===== config.mk =====
export PLATFORM = sky130hd
export DESIGN_NAME = pda_ctrl
export DESIGN_NICKNAME = d
export VERILOG_FILES = /design/src/sv/pda_pkg.sv /design/src/sv/pda_ctrl.sv
export SDC_FILE = /design/constraint.sdc
export NUM_CORES = 1
export LEC_CHECK = 0
export ABC_AREA = 1
export BUFFER_PORTS_ARGS = -buffer_cell sky130_fd_sc_hd__buf_2
export CORE_AREA = 5 5 42 44
export CTS_CLUSTER_SIZE = 25
export DETAILED_ROUTE_END_ITERATION = 8
export DIE_AREA = 0 0 47 49
export GPL_ROUTABILITY_DRIVEN = 0
export REMOVE_ABC_BUFFERS = 1
export SYNTH_ARGS = -nofsm -noshare
export SYNTH_HDL_FRONTEND = slang
export SYNTH_SLANG_ARGS = --single-unit

===== constraint.sdc =====
create_clock -name clk -period 1.45 [get_ports clk]
set_clock_uncertainty 0.05 [all_clocks]
set_input_delay 0.145 -clock clk [delete_from_list [all_inputs] [get_ports clk]]
set_output_delay 0.145 -clock clk [all_outputs]
set_load 0.02 [all_outputs]

===== src/sv/pda_pkg.sv =====
// Shared constants and types for the pushdown automaton recognizer.
`timescale 1ns / 1ps

package pda_pkg;

	localparam int NUM_ENTRIES = 64;
	localparam int NUM_STATES  = 16;
	localparam int STACK_DEPTH = 64;
	localparam int MAX_PUSH    = 4;

	localparam int ENTRY_W = $clog2(NUM_ENTRIES);
	localparam int STATE_W = $clog2(NUM_STATES);
	localparam int SYM_W   = 8;
	localparam int PUSH_W  = SYM_W * MAX_PUSH;
	localparam int PLEN_W  = 3;
	localparam int PSEL_W  = $clog2(MAX_PUSH);
	localparam int SADDR_W = $clog2(STACK_DEPTH);
	localparam int CNT_W   = $clog2(STACK_DEPTH + 1);
	localparam int CODE_W  = 3;
	localparam int KIND_W  = 2;

	localparam logic [SYM_W-1:0] SYM_BOTTOM = 8'h5A;
	localparam logic [SYM_W-1:0] SYM_EMPTY  = 8'h7E;

	localparam logic [KIND_W-1:0] KIND_LOAD   = 2'd0;
	localparam logic [KIND_W-1:0] KIND_CLEAR  = 2'd1;
	localparam logic [KIND_W-1:0] KIND_SYMBOL = 2'd2;
	localparam logic [KIND_W-1:0] KIND_END    = 2'd3;

	localparam logic [CODE_W-1:0] V_ACCEPT    = 3'd0;
	localparam logic [CODE_W-1:0] V_NOMATCH   = 3'd1;
	localparam logic [CODE_W-1:0] V_UNDER     = 3'd2;
	localparam logic [CODE_W-1:0] V_NOTBOTTOM = 3'd3;
	localparam logic [CODE_W-1:0] V_OVER      = 3'd4;

	typedef struct packed {
		logic [STATE_W-1:0] from_state;
		logic [STATE_W-1:0] to_state;
		logic [SYM_W-1:0]   symbol;
		logic [SYM_W-1:0]   top_sym;
		logic [PUSH_W-1:0]  push_syms;
		logic [PLEN_W-1:0]  push_len;
	} entry_t;

	localparam int ENTRY_BITS = $bits(entry_t);

	typedef struct packed {
		logic capture;
		logic tbl_write;
		logic tbl_clear;
		logic mark_started;
		logic reject_under;
		logic scan_start;
		logic scan_step;
		logic reject_nomatch;
		logic take_hit;
		logic push_skip;
		logic push_write;
		logic reject_over;
		logic finish_symbol;
		logic emit;
	} cmd_t;

	typedef struct packed {
		logic rejected;
		logic stack_empty;
		logic hit;
		logic scan_last;
		logic push_done;
		logic push_empty_sym;
		logic stack_full;
		logic out_free;
	} status_t;

endpackage


===== src/sv/pda_ctrl.sv =====
// Controller state machine: sequences load, clear, symbol scan/push and end beats.
`timescale 1ns / 1ps

module pda_ctrl import pda_pkg::*; (
	input  logic              clk,
	input  logic              arst_n,
	input  logic              in_valid,
	input  logic [KIND_W-1:0] kind,
	output logic              in_stall,
	output cmd_t              cmd,
	input  status_t           status
);

	typedef enum logic [2:0] {
		S_IDLE,
		S_LOAD,
		S_CLEAR,
		S_SYM,
		S_SCAN,
		S_PUSH,
		S_END
	} state_t;

	state_t state_q;
	state_t state_d;
	logic   stall_q;

	always_comb begin
		cmd     = '0;
		state_d = state_q;
		case (state_q)
			S_IDLE: begin
				if (in_valid) begin
					cmd.capture = 1'b1;
					case (kind)
						KIND_LOAD:   state_d = S_LOAD;
						KIND_CLEAR:  state_d = S_CLEAR;
						KIND_SYMBOL: state_d = S_SYM;
						default:     state_d = S_END;
					endcase
				end
			end
			S_LOAD: begin
				cmd.tbl_write = 1'b1;
				state_d       = S_IDLE;
			end
			S_CLEAR: begin
				cmd.tbl_clear = 1'b1;
				state_d       = S_IDLE;
			end
			S_SYM: begin
				cmd.mark_started = 1'b1;
				if (status.rejected) begin
					state_d = S_IDLE;
				end else if (status.stack_empty) begin
					cmd.reject_under = 1'b1;
					state_d          = S_IDLE;
				end else begin
					cmd.scan_start = 1'b1;
					state_d        = S_SCAN;
				end
			end
			S_SCAN: begin
				if (status.hit) begin
					cmd.take_hit = 1'b1;
					state_d      = S_PUSH;
				end else if (status.scan_last) begin
					cmd.reject_nomatch = 1'b1;
					state_d            = S_IDLE;
				end else begin
					cmd.scan_step = 1'b1;
				end
			end
			S_PUSH: begin
				if (status.push_done) begin
					cmd.finish_symbol = 1'b1;
					state_d           = S_IDLE;
				end else if (status.push_empty_sym) begin
					cmd.push_skip = 1'b1;
				end else if (status.stack_full) begin
					// overflow: keep the current state, stop pushing
					cmd.reject_over = 1'b1;
					state_d         = S_IDLE;
				end else begin
					cmd.push_write = 1'b1;
				end
			end
			S_END: begin
				if (status.out_free) begin
					cmd.emit = 1'b1;
					state_d  = S_IDLE;
				end
			end
			default: begin
				state_d = S_IDLE;
			end
		endcase
	end

	always_ff @(posedge clk or negedge arst_n) begin
		if (!arst_n) begin
			state_q <= S_IDLE;
			stall_q <= 1'b0;
		end else begin
			state_q <= state_d;
			stall_q <= (state_d != S_IDLE);
		end
	end

	assign in_stall = stall_q;

endmodule


==> results.md <==
* Worst hold path type: primary input to asynchronous set/reset pin
* Avg Synthesized Cell Area at 6.49 um^2
* Die extent in x at around 47 um
* Slew Viols, Final at 0
* Number of synthesized register bits at 4
* Cells after Synth at 58
* Crit-path max FO at 5
* Gr ovfl total at 0
* H-tree lvl count at 1
* Setup ws final at -46.0 ps
* Core area at around 1400 um^2
* Antenna cells at 0
* CTS sink count at 4
* DRC at 0
* Worst-path clk slew at roughly 40 ps
* Total die area at 2300 um^2
* Startpoint type of the worst setup path: flip-flop
* Switching fraction of total power at 48.6%
* Initial antenna violation count at 0
* Synth-to-Final Area Change at 67.8%
* Register Area at 101 um^2
* Final Hold Vio Count at 0
* Clock Tree Buf Depth at 2
* CP required at 1250 ps
* IO Port Bufs at 27
* Post-route ant nets at 0
* Largest net degree at the start of global routing at 7
* Fin crit period at 1500 ps
* Initial Util at 26.9%
* # fillers at 154
* Largest cells by area after synthesis: dfrtp_1, inv_1, nor2_1
* First-pass GRT wire length at ~1700 um
* Final instance area at 632 um^2
* DP Area at 528 um^2
* Gate power share at roughly 61%
* Worst slew margin at 86.0%
* Cell taking the most area after synthesis: dfrtp_1
* Fin crit share at 103%
* Synth warn at 0
* Final setup viols at 6
* Leak at 0.400 nW
* RSZ-0062 raised after global routing: true
* Util after Layout at 45.1%
* Synthesized cell area at ~380 um^2
* Outcome: finished, violations left
* Maxcap violations at 0
* P per Cell Area at ~1500 nW/um^2
* Clock Latency Late Sink at 250 ps
* Post-DP HPWL at between 800 and 900 um
* Actual slew at the worst max-slew pin at about 210 ps
* Num CTS Buffers at 3
* Max Clk Rate at 0.668 GHz
* # nets final at 108
* Root Buffer: clkbuf_4
* Die H at around 50 um
* WS Path Type: flip-flop to output port
* Arr. time, crit path at 1300 ps
* Routed WL at 1110 um
* Register area share after synthesis at 26.6%
* Switching power at 0.450 mW
* Vias/cell at 4.35
* Top cell type's share of synthesized area at 26.6%
* Layout cell share with drive strength beyond 1 at between 50% and 60%
* Multi-input logic area at 228 um^2
* Total power draw at 0.925 mW
* DRT Pass-1 Iters at 2
* GRT Total Usage at 9.82%
* Largest vdd supply drop at 964 uV
* Drt first-iter violations at 3
* Netlist cell types at 17
* DR vias at about 470
* CTS tree: built
* Clock power share at about 16%
* Setup crit end kind: output port
* Failing checks: setup timing
* Vias in the first global route at 418
* Rows at 14
* Average wire per standard cell at 10.2 um
* P_int at 0.476 mW
* Number of I/O pins at 28
* Sequential Power Share at 23.3%
## worst max-delay path: stages (launching register included)
cell	delay, ps
dfrtp_1	390
inv_2	90
buf_4	130
nor4_1	240
buf_2	210
## through the flow
| step | setup WS, ps | TNS, ps | instances | hold WS, ps |
|---|---|---|---|---|
| after floorplan | 60.5 | 0 | 57 | -201 |
| after global placement | 162 | 0 | 101 | -99.1 |
| after detailed placement | 129 | 0 | 101 | -97.2 |
| after CTS | -42.8 | -112 | 108 | 168 |
| after global routing | -138 | -926 | 109 | 175 |
| final | -46.0 | -143 | 109 | 170 |
## power groups by stage
stage | logic [mW] | clock network [mW] | registers [mW]
floorplan | 0.284 | 0 | 0.234
global placement | 0.442 | 0 | 0.219
detailed placement | 0.443 | 0 | 0.219
CTS | 0.513 | 0.150 | 0.211
global route | 0.618 | 0.166 | 0.223
finish | 0.560 | 0.150 | 0.216
## flip-flops by register name, summed over array words and instances (netlist names)
register	flops
in_stall	1
state_q	3
## cell families after synthesis
| family | share of synthesized area [%] |
|---|---|
| simple gates | 50.8 |
| buf+inv | 18.9 |
| flops | 26.6 |
| compound gates | 3.65 |
## Yosys cell counts
library cell  instances
inv_1                16
nor2_1                9
nand2_1               7
nand3_1               5
dfrtp_1               4
nand4_1               3
nor3_1                3
nand3_2               2
a21oi_1               1
buf_6                 1
nand2_2               1
nor2_2                1
nor2_4                1
nor3_2                1
nor4_1                1
nor4_2                1
o21ai_2               1
## cell type report
class | count | share of cell area [%]
clock buffers | 3 | 3.56
repair buffers | 33 | 31.7
flip-flops and latches | 4 | 16.0
multi-input cells | 37 | 36.0
well taps | 16 | 3.17
inverters | 16 | 9.50
## per-layer routing
| metal | vias up | global-route usage (%) | routed length (um) |
|---|---|---|---|
| met5 | - | 0 | 0 |
| met1 | 199 | 12.7 | 487 |
| met2 | 20 | 14.5 | 488 |
| met3 | 2 | 4.43 | 115 |
| met4 | 0 | 2.76 | 15 |
| li1 | 253 | - | - |
## cell usage in the layout, fill, tap and decap left out, drive strengths merged
master and instances:
nand4 3, nand2 8, dlygate4sd3 1, nor4 2
o21ai 1, nand3 7, inv 16, nor3 4
dfrtp 4, buf 32, a21oi 1, clkbuf 3
nor2 11
## repair_timing
item	in CTS	in global routing
setup endpoints to repair	7	11
endpoints found under the hold margin	4	0
buffers inserted	3	1
cloned	0	0
hold buffers	1	0
gates resized for setup	4	11
pin swaps	1	2
## path summary, 6_finish.rpt
path	slack (ps)	depth (start not counted)	to	startpoint
setup reg to reg	240	6	in_stall$_DFF_PN0_	state_q[2]$_DFF_PN0_
setup / recovery	-50	4	cmd[0]	state_q[1]$_DFF_PN0_
hold reg to reg	610	3	state_q[0]$_DFF_PN0_	state_q[1]$_DFF_PN0_
min in group clk	170	3	state_q[1]$_DFF_PN0_	kind[1]
max in group asynchronous	1050	2	state_q[0]$_DFF_PN0_	arst_n
hold / removal	170	2	state_q[2]$_DFF_PN0_	arst_n
No activity file was read; power rests on OpenSTA's default activity.
